==> src/hdl/lbx_pkg.sv <==
// shared types and constants for the letterbox rectangle and pointer map
package lbx_pkg;
	localparam int DIM_BITS = 12;
	localparam int RECT_W = DIM_BITS + 2;
	localparam int DVD_W = 2 * DIM_BITS + 2;
	localparam int DSR_W = RECT_W;
	localparam int CNT_W = $clog2(DVD_W);
	localparam int FIFO_DEPTH = 4;
	localparam int FIFO_AW = $clog2(FIFO_DEPTH);

	localparam logic [2:0] REG_WIN_W = 3'd0;
	localparam logic [2:0] REG_WIN_H = 3'd1;
	localparam logic [2:0] REG_CON_W = 3'd2;
	localparam logic [2:0] REG_CON_H = 3'd3;
	localparam logic [2:0] REG_MODE = 3'd4;
	localparam logic [2:0] REG_WHOLE = 3'd5;

	localparam logic [2:0] MODE_FIT = 3'd4;

	typedef struct packed {
		logic signed [RECT_W-1:0] left;
		logic signed [RECT_W-1:0] top;
		logic [RECT_W-1:0] w;
		logic [RECT_W-1:0] h;
		logic [DIM_BITS-1:0] cw;
		logic [DIM_BITS-1:0] ch;
		logic ready;
	} geom_t;

	typedef struct packed {
		logic [RECT_W-1:0] dx;
		logic [RECT_W-1:0] dy;
		logic hit;
	} ptr_t;
endpackage

==> src/hdl/lbx_div.sv <==
// iterative restoring divider, one quotient bit per cycle
module lbx_div
	import lbx_pkg::*;
(
	input logic clk,
	input logic arst_n,
	input logic start,
	input logic [DVD_W-1:0] dividend,
	input logic [DSR_W-1:0] divisor,
	output logic done,
	output logic [DVD_W-1:0] quotient
);
	logic active_q;
	logic done_q;
	logic [CNT_W-1:0] cnt_q;
	logic [DVD_W-1:0] dvd_q;
	logic [DSR_W-1:0] rem_q;
	logic [DSR_W-1:0] dsr_q;
	logic [DSR_W:0] trial;
	logic [DSR_W:0] diff;
	logic ge;

	assign trial = {rem_q, dvd_q[DVD_W-1]};
	assign ge = trial >= {1'b0, dsr_q};
	assign diff = trial - {1'b0, dsr_q};

	always_ff @(posedge clk or negedge arst_n) begin
		if (!arst_n) begin
			active_q <= 1'b0;
			done_q <= 1'b0;
			cnt_q <= '0;
		end else begin
			done_q <= 1'b0;
			if (start) begin
				active_q <= 1'b1;
				cnt_q <= '0;
			end else if (active_q) begin
				cnt_q <= cnt_q + CNT_W'(1);
				if (cnt_q == CNT_W'(DVD_W - 1)) begin
					active_q <= 1'b0;
					done_q <= 1'b1;
				end
			end
		end
	end

	always_ff @(posedge clk) begin
		if (start) begin
			dvd_q <= dividend;
			dsr_q <= divisor;
			rem_q <= '0;
		end else if (active_q) begin
			rem_q <= ge ? diff[DSR_W-1:0] : trial[DSR_W-1:0];
			dvd_q <= {dvd_q[DVD_W-2:0], ge};
		end
	end

	assign done = done_q;
	assign quotient = dvd_q;
endmodule

==> src/hdl/lbx_geom.sv <==
// configuration registers and presentation rectangle sequencer
module lbx_geom
	import lbx_pkg::*;
(
	input logic clk,
	input logic arst_n,
	input logic wr_en,
	input logic [2:0] wr_idx,
	input logic [DIM_BITS-1:0] wr_data,
	output geom_t geom
);
	typedef enum logic [2:0] {G_IDLE, G_START, G_WAIT, G_SIZE, G_EDGE} gstate_t;

	logic [DIM_BITS-1:0] ww_q, wh_q, cw_q, ch_q;
	logic [2:0] mode_q;
	logic whole_q;
	logic dirty_q;
	gstate_t state_q;
	logic [1:0] job_q;
	logic [DVD_W-1:0] q0_q;
	logic [DIM_BITS-1:0] q1_q, q2_q, q3_q;
	logic [RECT_W-1:0] w_q, h_q;
	logic signed [RECT_W-1:0] left_q, top_q;

	logic [DIM_BITS-1:0] ww1, wh1, cw1, ch1;
	logic div_start, div_done;
	logic [DVD_W-1:0] div_dvd, div_quo;
	logic [DSR_W-1:0] div_dsr;
	logic [DIM_BITS-1:0] mul_a, mul_b, div_by;
	logic [2*DIM_BITS-1:0] prod;
	logic [DIM_BITS-1:0] k, kmin;
	logic [2*DIM_BITS-1:0] kw_prod, kh_prod;
	logic [DIM_BITS-1:0] fit_w, fit_h;
	logic [RECT_W:0] fix_w, fix_h;
	logic [RECT_W-1:0] w_n, h_n;
	logic [RECT_W:0] dw, dh, dw_adj, dh_adj;

	assign ww1 = (ww_q == '0) ? DIM_BITS'(1) : ww_q;
	assign wh1 = (wh_q == '0) ? DIM_BITS'(1) : wh_q;
	assign cw1 = (cw_q == '0) ? DIM_BITS'(1) : cw_q;
	assign ch1 = (ch_q == '0) ? DIM_BITS'(1) : ch_q;

	always_ff @(posedge clk or negedge arst_n) begin
		if (!arst_n) begin
			ww_q <= DIM_BITS'(320);
			wh_q <= DIM_BITS'(200);
			cw_q <= DIM_BITS'(320);
			ch_q <= DIM_BITS'(200);
			mode_q <= MODE_FIT;
			whole_q <= 1'b1;
		end else if (wr_en) begin
			case (wr_idx)
				REG_WIN_W: ww_q <= wr_data;
				REG_WIN_H: wh_q <= wr_data;
				REG_CON_W: cw_q <= wr_data;
				REG_CON_H: ch_q <= wr_data;
				REG_MODE: mode_q <= wr_data[2:0];
				REG_WHOLE: whole_q <= wr_data[0];
				default: ;
			endcase
		end
	end

	// fit height, fit width, whole factors per axis
	always_comb begin
		case (job_q)
			2'd0: begin mul_a = ww1; mul_b = ch1; div_by = cw1; end
			2'd1: begin mul_a = wh1; mul_b = cw1; div_by = ch1; end
			2'd2: begin mul_a = ww1; mul_b = DIM_BITS'(1); div_by = cw1; end
			default: begin mul_a = wh1; mul_b = DIM_BITS'(1); div_by = ch1; end
		endcase
	end

	assign prod = (2*DIM_BITS)'(mul_a) * (2*DIM_BITS)'(mul_b);
	assign div_dvd = DVD_W'(prod);
	assign div_dsr = DSR_W'(div_by);
	assign div_start = (state_q == G_START);

	lbx_div u_div (
		.clk(clk),
		.arst_n(arst_n),
		.start(div_start),
		.dividend(div_dvd),
		.divisor(div_dsr),
		.done(div_done),
		.quotient(div_quo)
	);

	always_comb begin
		kmin = (q2_q < q3_q) ? q2_q : q3_q;
		k = (kmin == '0) ? DIM_BITS'(1) : kmin;
		kw_prod = (2*DIM_BITS)'(cw1) * (2*DIM_BITS)'(k);
		kh_prod = (2*DIM_BITS)'(ch1) * (2*DIM_BITS)'(k);
		if (q0_q > DVD_W'(wh1)) begin
			fit_w = q1_q;
			fit_h = wh1;
		end else begin
			fit_w = ww1;
			fit_h = q0_q[DIM_BITS-1:0];
		end
		if (whole_q) begin
			fit_w = kw_prod[DIM_BITS-1:0];
			fit_h = kh_prod[DIM_BITS-1:0];
		end
		if (fit_w == '0) fit_w = DIM_BITS'(1);
		if (fit_h == '0) fit_h = DIM_BITS'(1);
		fix_w = (RECT_W+1)'(cw1) * (RECT_W+1)'({1'b0, mode_q[1:0]} + 3'd1);
		fix_h = (RECT_W+1)'(ch1) * (RECT_W+1)'({1'b0, mode_q[1:0]} + 3'd1);
		if (mode_q[2] == 1'b0) begin
			w_n = fix_w[RECT_W-1:0];
			h_n = fix_h[RECT_W-1:0];
		end else if (mode_q == MODE_FIT) begin
			w_n = RECT_W'(fit_w);
			h_n = RECT_W'(fit_h);
		end else begin
			w_n = RECT_W'(ww1);
			h_n = RECT_W'(wh1);
		end
		dw = {3'b000, ww1} - {1'b0, w_q};
		dh = {3'b000, wh1} - {1'b0, h_q};
		dw_adj = dw + {{RECT_W{1'b0}}, dw[RECT_W]};
		dh_adj = dh + {{RECT_W{1'b0}}, dh[RECT_W]};
	end

	always_ff @(posedge clk or negedge arst_n) begin
		if (!arst_n) begin
			state_q <= G_IDLE;
			dirty_q <= 1'b1;
			job_q <= '0;
		end else begin
			dirty_q <= wr_en | (dirty_q & (state_q != G_IDLE));
			case (state_q)
				G_IDLE: begin
					if (dirty_q) begin
						job_q <= '0;
						state_q <= G_START;
					end
				end
				G_START: state_q <= G_WAIT;
				G_WAIT: begin
					if (div_done) begin
						case (job_q)
							2'd0: q0_q <= div_quo;
							2'd1: q1_q <= div_quo[DIM_BITS-1:0];
							2'd2: q2_q <= div_quo[DIM_BITS-1:0];
							default: q3_q <= div_quo[DIM_BITS-1:0];
						endcase
						job_q <= job_q + 2'd1;
						state_q <= (job_q == 2'd3) ? G_SIZE : G_START;
					end
				end
				G_SIZE: begin
					w_q <= w_n;
					h_q <= h_n;
					state_q <= G_EDGE;
				end
				G_EDGE: begin
					left_q <= dw_adj[RECT_W:1];
					top_q <= dh_adj[RECT_W:1];
					state_q <= G_IDLE;
				end
				default: state_q <= G_IDLE;
			endcase
		end
	end

	assign geom.left = left_q;
	assign geom.top = top_q;
	assign geom.w = w_q;
	assign geom.h = h_q;
	assign geom.cw = cw1;
	assign geom.ch = ch1;
	assign geom.ready = (state_q == G_IDLE) && !dirty_q;
endmodule

==> src/hdl/lbx_front.sv <==
// input stage: rectangle hit test and beat queue toward the mapper
module lbx_front
	import lbx_pkg::*;
(
	input logic clk,
	input logic arst_n,
	input logic push,
	output logic full,
	input logic [DIM_BITS-1:0] pointer_x,
	input logic [DIM_BITS-1:0] pointer_y,
	input geom_t geom,
	input logic rd,
	output logic avail,
	output ptr_t entry
);
	ptr_t mem_q [FIFO_DEPTH];
	logic [FIFO_AW-1:0] wp_q, rp_q;
	logic [FIFO_AW:0] cnt_q;
	logic [RECT_W:0] dx, dy;
	logic do_push, do_pop;
	ptr_t wr_ent;

	assign dx = {3'b000, pointer_x} - {geom.left[RECT_W-1], geom.left};
	assign dy = {3'b000, pointer_y} - {geom.top[RECT_W-1], geom.top};

	always_comb begin
		wr_ent.dx = dx[RECT_W-1:0];
		wr_ent.dy = dy[RECT_W-1:0];
		wr_ent.hit = !dx[RECT_W] && !dy[RECT_W] && (dx < {1'b0, geom.w})
			&& (dy < {1'b0, geom.h});
	end

	assign full = (cnt_q == (FIFO_AW+1)'(FIFO_DEPTH)) || !geom.ready;
	assign avail = (cnt_q != '0);
	assign do_push = push && !full;
	assign do_pop = rd && avail;
	assign entry = mem_q[rp_q];

	always_ff @(posedge clk or negedge arst_n) begin
		if (!arst_n) begin
			wp_q <= '0;
			rp_q <= '0;
			cnt_q <= '0;
		end else begin
			if (do_push) wp_q <= wp_q + FIFO_AW'(1);
			if (do_pop) rp_q <= rp_q + FIFO_AW'(1);
			if (do_push && !do_pop) cnt_q <= cnt_q + (FIFO_AW+1)'(1);
			else if (do_pop && !do_push) cnt_q <= cnt_q - (FIFO_AW+1)'(1);
		end
	end

	always_ff @(posedge clk) begin
		if (do_push) mem_q[wp_q] <= wr_ent;
	end
endmodule

==> src/hdl/lbx_back.sv <==
// mapper: scales the offset into content pixels and holds the result beat
module lbx_back
	import lbx_pkg::*;
(
	input logic clk,
	input logic arst_n,
	input geom_t geom,
	input logic avail,
	input ptr_t entry,
	output logic rd,
	output logic empty,
	input logic pop,
	output logic inside_res,
	output logic [DIM_BITS-1:0] content_x,
	output logic [DIM_BITS-1:0] content_y
);
	typedef enum logic [1:0] {B_IDLE, B_DIV, B_OUT} bstate_t;

	bstate_t state_q;
	logic res_in_q;
	logic [DIM_BITS-1:0] res_cx_q, res_cy_q;
	logic out_v_q;
	logic out_in_q;
	logic [DIM_BITS-1:0] out_cx_q, out_cy_q;
	logic start;
	logic [DVD_W-1:0] dvd_x, dvd_y, quo_x, quo_y;
	logic done_x, done_y;
	logic [DIM_BITS-1:0] cx_n, cy_n;
	logic load;

	assign rd = (state_q == B_IDLE) && avail;
	assign start = rd && entry.hit;
	assign dvd_x = DVD_W'(entry.dx) * DVD_W'(geom.cw);
	assign dvd_y = DVD_W'(entry.dy) * DVD_W'(geom.ch);

	lbx_div u_div_x (
		.clk(clk), .arst_n(arst_n), .start(start), .dividend(dvd_x),
		.divisor(geom.w), .done(done_x), .quotient(quo_x)
	);

	lbx_div u_div_y (
		.clk(clk), .arst_n(arst_n), .start(start), .dividend(dvd_y),
		.divisor(geom.h), .done(done_y), .quotient(quo_y)
	);

	assign cx_n = (quo_x >= DVD_W'(geom.cw)) ? geom.cw - DIM_BITS'(1) : quo_x[DIM_BITS-1:0];
	assign cy_n = (quo_y >= DVD_W'(geom.ch)) ? geom.ch - DIM_BITS'(1) : quo_y[DIM_BITS-1:0];
	assign load = (state_q == B_OUT) && (!out_v_q || pop);

	always_ff @(posedge clk or negedge arst_n) begin
		if (!arst_n) begin
			state_q <= B_IDLE;
			out_v_q <= 1'b0;
		end else begin
			case (state_q)
				B_IDLE: begin
					if (rd) begin
						res_in_q <= entry.hit;
						res_cx_q <= '0;
						res_cy_q <= '0;
						state_q <= entry.hit ? B_DIV : B_OUT;
					end
				end
				B_DIV: begin
					if (done_x && done_y) begin
						res_cx_q <= cx_n;
						res_cy_q <= cy_n;
						state_q <= B_OUT;
					end
				end
				B_OUT: begin
					if (load) state_q <= B_IDLE;
				end
				default: state_q <= B_IDLE;
			endcase
			if (load) begin
				out_v_q <= 1'b1;
				out_in_q <= res_in_q;
				out_cx_q <= res_cx_q;
				out_cy_q <= res_cy_q;
			end else if (pop) begin
				out_v_q <= 1'b0;
			end
		end
	end

	assign empty = !out_v_q;
	assign inside_res = out_in_q;
	assign content_x = out_cx_q;
	assign content_y = out_cy_q;
endmodule

==> src/hdl/letterbox_rect_and_pointer_map.sv <==
// top level of the letterbox rectangle and pointer map
//
// input queue: push with pointer_x/pointer_y, accepted when push is high and
// full is low. result queue: while empty is low the oldest result sits on
// inside_res and content_x/content_y; pop takes it.
// registers are written through wr_en/wr_idx/wr_data, one per cycle.
// after reset or any register write the rectangle is rebuilt by one shared
// 26-step divider over four quotients; full stays high until the rebuild
// ends. rect_* follow the registers. a pointer outside the rectangle skips
// the dividers; one inside has its offset scaled by the pair of 26-step
// dividers. the mapper works one beat at a time and takes no new beat until
// its result has moved on to the output register. a four-beat queue sits in
// front of the mapper and an output register behind it, so new beats are
// taken while a result waits. when pop is held low the result holds, the
// mapper parks its next result, and full rises once the queue fills.
module letterbox_rect_and_pointer_map
	import lbx_pkg::*;
(
	input logic clk,
	input logic arst_n,
	input logic wr_en,
	input logic [2:0] wr_idx,
	input logic [DIM_BITS-1:0] wr_data,
	input logic push,
	output logic full,
	input logic [DIM_BITS-1:0] pointer_x,
	input logic [DIM_BITS-1:0] pointer_y,
	output logic empty,
	input logic pop,
	output logic signed [RECT_W-1:0] rect_left,
	output logic signed [RECT_W-1:0] rect_top,
	output logic [RECT_W-1:0] rect_width,
	output logic [RECT_W-1:0] rect_height,
	output logic inside_res,
	output logic [DIM_BITS-1:0] content_x,
	output logic [DIM_BITS-1:0] content_y
);
	geom_t geom;
	ptr_t entry;
	logic rd, avail;

	lbx_geom u_geom (
		.clk(clk), .arst_n(arst_n), .wr_en(wr_en), .wr_idx(wr_idx),
		.wr_data(wr_data), .geom(geom)
	);

	lbx_front u_front (
		.clk(clk), .arst_n(arst_n), .push(push), .full(full),
		.pointer_x(pointer_x), .pointer_y(pointer_y), .geom(geom),
		.rd(rd), .avail(avail), .entry(entry)
	);

	lbx_back u_back (
		.clk(clk), .arst_n(arst_n), .geom(geom), .avail(avail), .entry(entry),
		.rd(rd), .empty(empty), .pop(pop), .inside_res(inside_res),
		.content_x(content_x), .content_y(content_y)
	);

	assign rect_left = geom.left;
	assign rect_top = geom.top;
	assign rect_width = geom.w;
	assign rect_height = geom.h;
endmodule

==> config.mk <==
export PLATFORM = sky130hd
export DESIGN_NAME = letterbox_rect_and_pointer_map
export DESIGN_NICKNAME = d
export VERILOG_FILES = /design/src/hdl/lbx_pkg.sv /design/src/hdl/lbx_div.sv /design/src/hdl/lbx_geom.sv /design/src/hdl/lbx_front.sv /design/src/hdl/lbx_back.sv /design/src/hdl/letterbox_rect_and_pointer_map.sv
export SDC_FILE = /design/constraint.sdc
export NUM_CORES = 2
export LEC_CHECK = 0
export BUFFER_PORTS_ARGS = -buffer_cell sky130_fd_sc_hd__buf_2
export CORE_MARGIN = 2
export CORE_UTILIZATION = 61
export DETAILED_ROUTE_END_ITERATION = 12
export PLACE_DENSITY = 0.78
export SLEW_MARGIN = 25
export SYNTH_ARGS = -nofsm -noshare
export SYNTH_HDL_FRONTEND = slang
export SYNTH_SLANG_ARGS = --single-unit
==> constraint.sdc <==
create_clock -name clk -period 8.85 [get_ports clk]
set_input_delay 1.77 -clock clk [delete_from_list [all_inputs] [get_ports clk]]
set_output_delay 1.77 -clock clk [all_outputs]
set_load 0.02 [all_outputs]
; ---- Yosys cells after proc, flatten, opt, wreduce, memory -nomap -nowiden
; Memory sizes are Yosys's and may differ from the RTL's.
; Cells that the tools add are included.
[word_totals]
reg_bits = 417
ramBits = 116
in_bits = 44
out_inout_bits = 83
word_cells = 250
mem_count = 1
[op_classes]
addsub = 20
mul = 7
magnitude_cmp = 9
eq_ne = 24
n_mux = 77
n_bitwise = 3
reduce_logical = 62
[mem_list]
columns = name, words, word_bits, read_ports, rd_clocked_by_memory_dff, write_ports, line_no
row1 = u_front.mem_q, 4, 29, 1, 0, 1, lbx_front.sv:16  ; ptr_t mem_q [FIFO_DEPTH];
[ops]
columns = op, n
row1 = two-way mux 12 bit, 21
row2 = two-way mux 26 bit, 4
row3 = logical NOT 12 bit, 7
row4 = one-hot mux 12 bit (2 select lines), 3
row5 = two-way mux 14 bit, 5
row6 = >= comparator 26 x 12 -> 1 bit, 2
row7 = multiplier 14 x 12 -> 26 bit, 2
row8 = two-way mux 24 bit, 2
row9 = adder 15 x 1 -> 15 bit, 2
row10 = >= comparator 15 x 14 -> 1 bit, 2
row11 = less-than comparator 15 x 14 -> 1 bit, 2
row12 = multiplier 12 x 15 -> 14 bit, 2
row13 = two-way mux 5 bit, 6
row14 = subtractor 12 x 14 -> 15 bit, 2
row15 = subtractor 13 x 14 -> 15 bit, 2
row16 = subtractor 14 bit, 2
row17 = greater-than comparator 26 x 12 -> 1 bit, 1
row18 = multiplier 12 x 12 -> 12 bit, 2
row19 = multiplier 12 x 12 -> 24 bit, 1
row20 = subtractor 12 x 1 -> 12 bit (second input constant), 2
row21 = two-way mux 1 bit, 22
row22 = AND reduction 2 bit, 10
row23 = AND reduction 4 bit, 5
row24 = adder 5 x 1 -> 5 bit (second input constant), 3
row25 = other kinds (33), 90

; ---- Longest topological paths before layout
[logic_depth]
depth_word = 10
ltp_mapped = 31
depth_no_buf = 29

; ---- Modules after synthesis
; A second synthesis with hierarchy kept.
[hier_totals]
cells_unflattened = 5221
hier_area_um2 = 51466.9
[by_module_without_submodules]
columns = mod, n_inst, cells_per_inst, area_each_um2, seq_area_each_um2
row1 = lbx_geom, 1, 2278, 20749.9, 5011.1
row2 = lbx_back, 1, 1561, 13924.6, 1576.5
row3 = lbx_div, 3, 307, 3450.8, 1656.6
row4 = lbx_front, 1, 461, 6439.9, 3658.5

; ---- Worst setup path before layout
; OpenSTA, ideal clock, no wires.
[synth_timing]
path_type = flip-flop to flip-flop
startpoint = reg u_geom.q2_q[7]
endpoint = reg u_geom.w_q[0] (data pin)
setup_ps = 258
arrival_ps = 6801
required_ps = 8592
setup_slack_ps = 1791
path_stages_with_launch = 28
path_buffers = 2
period_less_slack_ps = 7059
path_cell_list = edfxtp_1 > ha_1 > nand4_1 > or2_1 > o41a_2 > buf_6 > nand2_4 > mux2_2 > clkbuf_1 > nand2_1 > fa_1 > inv_1 > fa_1 > inv_1 > fa_1 > inv_1 > fa_1 > inv_1 > fa_1 > inv_1 > ha_1 > nor4_1 > nor3_1 > xnor3_1 > xnor3_1 > a21oi_1 > o211ai_1 > o221a_1
[synth_between]
elab_chain_len = 10
[synth_lines]
columns = element, line_no
row1 = from (decl), lbx_geom.sv:21  ; logic [DIM_BITS-1:0] q1_q, q2_q, q3_q;
row2 = from (signal assigned), lbx_geom.sv:145  ; 2'd2: q2_q <= div_quo[DIM_BITS-1:0];
row3 = less-than comparator 12 bit, lbx_geom.sv:90  ; kmin = (q2_q < q3_q) ? q2_q : q3_q;
row4 = two-way mux 12 bit (*), lbx_geom.sv:90
row5 = logical NOT 12 bit, lbx_geom.sv:91  ; k = (kmin == '0) ? DIM_BITS'(1) : kmin;
row6 = two-way mux 12 bit (*), lbx_geom.sv:91
row7 = multiplier 12 x 12 -> 12 bit (*), lbx_geom.sv:92  ; kw_prod = (2*DIM_BITS)'(cw1) * (2*DIM_BITS)'(k);
row8 = two-way mux 12 bit (*), lbx_geom.sv:101  ; if (whole_q) begin
row9 = logical NOT 12 bit, lbx_geom.sv:105  ; if (fit_w == '0) fit_w = DIM_BITS'(1);
row10 = two-way mux 12 bit (*), lbx_geom.sv:105
row11 = two-way mux 12 bit (*), lbx_geom.sv:112  ; end else if (mode_q == MODE_FIT) begin
row12 = two-way mux 14 bit (*), lbx_geom.sv:109  ; if (mode_q[2] == 1'b0) begin
row13 = via u_geom.w_n[0], lbx_geom.sv:35  ; logic [RECT_W-1:0] w_n, h_n;
row14 = to (signal assigned), lbx_geom.sv:153  ; w_q <= w_n;
row15 = to (decl), lbx_geom.sv:22  ; logic [RECT_W-1:0] w_q, h_q;
; Mark *: on every way through the listed nets, which the timed path passes. The rest lies on a longest branch.
; A chain may end at the register's enable or synchronous reset.

; ---- Final worst setup path
[layout_timing]
startpoint = reg u_geom.q3_q[7]
endpoint = reg u_geom.h_q[0] (data pin)
[layout_between]
elab_chain_len = 10
[layout_lines]
columns = element, line_no
row1 = from (decl), lbx_geom.sv:21
row2 = from (signal assigned), lbx_geom.sv:146  ; default: q3_q <= div_quo[DIM_BITS-1:0];
row3 = less-than comparator 12 bit, lbx_geom.sv:90
row4 = two-way mux 12 bit (*), lbx_geom.sv:90
row5 = logical NOT 12 bit, lbx_geom.sv:91
row6 = two-way mux 12 bit (*), lbx_geom.sv:91
row7 = multiplier 12 x 12 -> 12 bit (*), lbx_geom.sv:93  ; kh_prod = (2*DIM_BITS)'(ch1) * (2*DIM_BITS)'(k);
row8 = two-way mux 12 bit (*), lbx_geom.sv:101
row9 = logical NOT 12 bit, lbx_geom.sv:106  ; if (fit_h == '0) fit_h = DIM_BITS'(1);
row10 = two-way mux 12 bit (*), lbx_geom.sv:106
row11 = two-way mux 12 bit (*), lbx_geom.sv:112
row12 = two-way mux 14 bit (*), lbx_geom.sv:109
row13 = via u_geom.h_n[0], lbx_geom.sv:35
row14 = to (signal assigned), lbx_geom.sv:154  ; h_q <= h_n;
row15 = to (decl), lbx_geom.sv:22
; Marks and branches as above.

==> metrics.txt <==
die area 82800 um^2; largest net degree at the start of global routing approximately 100; routed length per instance 21.9 um; top cells by count, synth 787 x inv_1, 775 x nand2_1, 456 x ha_1, 448 x fa_1, 400 x edfxtp_1; Final ANT Viol Nets 0; share of layout cells above drive strength 1 under 10%; Layout Skew around 0.045 ns; initial antenna violation count 6; first-pass GRT wire length around 210000 um; crit end category flip-flop; setup bufs post-CTS 0; vias in the first global route approximately 37000; GRT Residual Overflow 0; Final Critical Period a little over 8 ns; Mapped Nets ~6000; floorplan core area approximately 80000 um^2; std cell rows between 100 and 150; fin crit share 91.0%; post-cts sizing count 0; buffers added on ports about 130; reg2reg path depth 28; RR Startpoint u_geom.q3_q[7]$_DFFE_PP_; RSZ-0062 raised after global routing no; CP startpoint u_geom.q3_q[7]$_DFFE_PP_; Synth Instances between 5000 and 6000; CTS tree built; GR peak layer met2; Hold Fails Final Rpt 0; Skew-Pair Late Insertion Delay 0.65 ns; Starting Density between 60% and 70%; clock root cell clkbuf_16; top-count cell post-synth inv_1; Syn Area/Cell just under 10 um^2; Synth area leaders edfxtp_1 24%, fa_1 18%, ha_1 12%, inv_1 6.0%, nand2_1 5.9%; H-tree Lvls 2; slowest CP cell o41ai_2; Main synth FF type edfxtp_1; post-synthesis cell type count between 90 and 100; Worst Setup Start Kind flip-flop; # DRC 0; Die W 288 um; Layout fillers 6335; IO Pins 127; Synth Register Bits between 500 and 600; sequential share of the synthesized area between 30 and 40%; CTS buffer count 58; final setup fails 0; Reg area about 15000 um^2; met3 global-route usage just over 7%; via count 37200; share of the synthesized area in the top cell type between 20% and 30%; met1 Usage GRT 44.8%; CP Capture Point u_geom.h_q[0]$_DFFE_PP_; Clock transition at path regs 0.07 ns; area leader, netlist edfxtp_1; R2R setup slack around 0.8 ns; Clock Path Buffers 3; Routability Congestion roughly 0.98; Die Ht 288 um; crit path kind flip-flop to flip-flop; Syn-to-layout area delta 7.38%; Slew Limit Fails 0; f_max ~120 MHz; HP Class flip-flop to flip-flop; Initial DRC Count 3737; EDFF count, synth 400; global-route usage over all layers between 30 and 40%; placed inst area 50700 um^2; Yosys warnings 0; arrival time worst endpoint 8.53 ns; met2 capacity usage during global routing between 50% and 60%; HPWL Detailed between 100000 and 150000 um; R2R Path End u_geom.h_q[0]$_DFFE_PP_; Clock Sink Count about 530; hold_ws 0.416 ns; Cell Area, Synth 49100 um^2; CP Max Fanout 17; max cap viols 0; status finished, final reports clean; drt first pass iters 6; # hold bufs at CTS 0; Total Wirelength between 100000 and 150000 um; Layout Nets around 6000; FFs w/ async S/R, synth ~17%; vias per cell between 5 and 6; Max stage delay on crit path about 0.64 ns; final setup TNS 0 ns; Slew HR 23.1%; fin util approximately 66%; post-route cell area roughly 53000 um^2; Data required, critical path 9.33 ns; Slew @ Worst Pin ~1.1 ns; footprint of the multi-input gates a little over 30000 um^2
critical path, delay by kind of cell, from the launching register on:
kind	cells	cell delay (ns)
compound gates	8	2.34
xor+xnor	3	0.78
fa+ha+maj	6	2.37
buf+inv	5	0.55
flops	1	0.50
mux	1	0.09
simple gates	5	1.26
worst min-delay path by stage:
stage	from	end	slack (ns)	cells after the start
3_5_place_dp	u_back.res_cx_q[2]$_SDFFCE_PN0P_	u_back.content_x[2]$_DFFE_PP_	0.41	0
3_3_place_gp	u_back.res_cy_q[11]$_SDFFCE_PN0P_	u_back.content_y[11]$_DFFE_PP_	0.40	0
5_1_grt	u_back.res_cx_q[2]$_SDFFCE_PN0P_	u_back.content_x[2]$_DFFE_PP_	0.43	0
2_1_floorplan	u_back.res_cx_q[0]$_SDFFCE_PN0P_	u_back.content_x[0]$_DFFE_PP_	0.40	0
6_report	u_back.res_cx_q[0]$_SDFFCE_PN0P_	u_back.content_x[0]$_DFFE_PP_	0.42	0
4_1_cts	u_back.res_cx_q[2]$_SDFFCE_PN0P_	u_back.content_x[2]$_DFFE_PP_	0.42	0
per-stage QoR:
stage	std cells	setup WS [ns]
4_1_cts	6193	0.980
6_report	6198	0.797
3_3_place_gp	6085	1.13
5_1_grt	6195	0.561
3_5_place_dp	6085	0.994
2_1_floorplan	5066	1.79
area by class of cell:
| type | instances | share of cell area (%) |
|---|---|---|
| tap | 1060 | 2.52 |
| inverter | 792 | 5.64 |
| timing repair buffer | 192 | 2.14 |
| clock inverter | 40 | 0.911 |
| multi-input combinational | 3508 | 57.2 |
| clock buffer | 68 | 2.84 |
| antenna | 5 | 0.0237 |
| sequential | 533 | 28.7 |
registers in the layout, summed over array words and instances (netlist names), 14 cells and up:
| signal | flops |
|---|---|
| u_geom.u_div.rem_q | 14 |
| u_back.u_div_y.quotient | 26 |
| u_front.mem_q | 116 |
| u_back.u_div_x.quotient | 26 |
| u_geom.left_q | 14 |
| u_geom.top_q | 14 |
| u_back.u_div_y.rem_q | 14 |
| u_geom.h_q | 14 |
| u_back.u_div_x.dsr_q | 14 |
| u_geom.u_div.quotient | 26 |
| u_geom.q0_q | 26 |
| u_back.u_div_y.dsr_q | 14 |
| u_geom.w_q | 14 |
| u_back.u_div_x.rem_q | 14 |
per-layer routing:
layer	up-vias	part of all wire, %
li1	16800	-
met1	18200	39
met2	1847	44
met3	401	11
met4	2	6.0
met5	-	0.0081
kinds of logic (layout without fill, tap and decap cells):
family	count (synthesis)	count (layout)	synth area share, %
simple gates	1482	1482	13.7
buf+inv	1025	1092	7.89
fa+ha+maj	904	904	29.9
compound gates	730	730	9.20
flops	533	533	30.8
xor+xnor	233	233	4.33
mux	159	159	4.14
other cells	0	5	0
layout by cell type, fill, tap and decap left out, types with 34 or more instances in the layout:
cell and n:
a21o_1 43, nor3_1 66, nor2_1 216, dfxtp_1 44, fa_1 448, nand2_1 773, ha_1 456, dfrtp_1 74
a21oi_1 182, buf_4 67, xor2_1 73, edfxtp_1 400, buf_2 125, nand4_1 34, and2_1 141, nand3_1 47
nand2b_1 34, mux2i_1 80, inv_1 786, xnor2_1 154, nor2b_1 42, o21ai_0 259, mux2_2 48, clkbuf_16 58
Power is left out: the tool's default activity adds up to more than one toggle a clock period on the data nets, which glitch-free logic cannot reach.
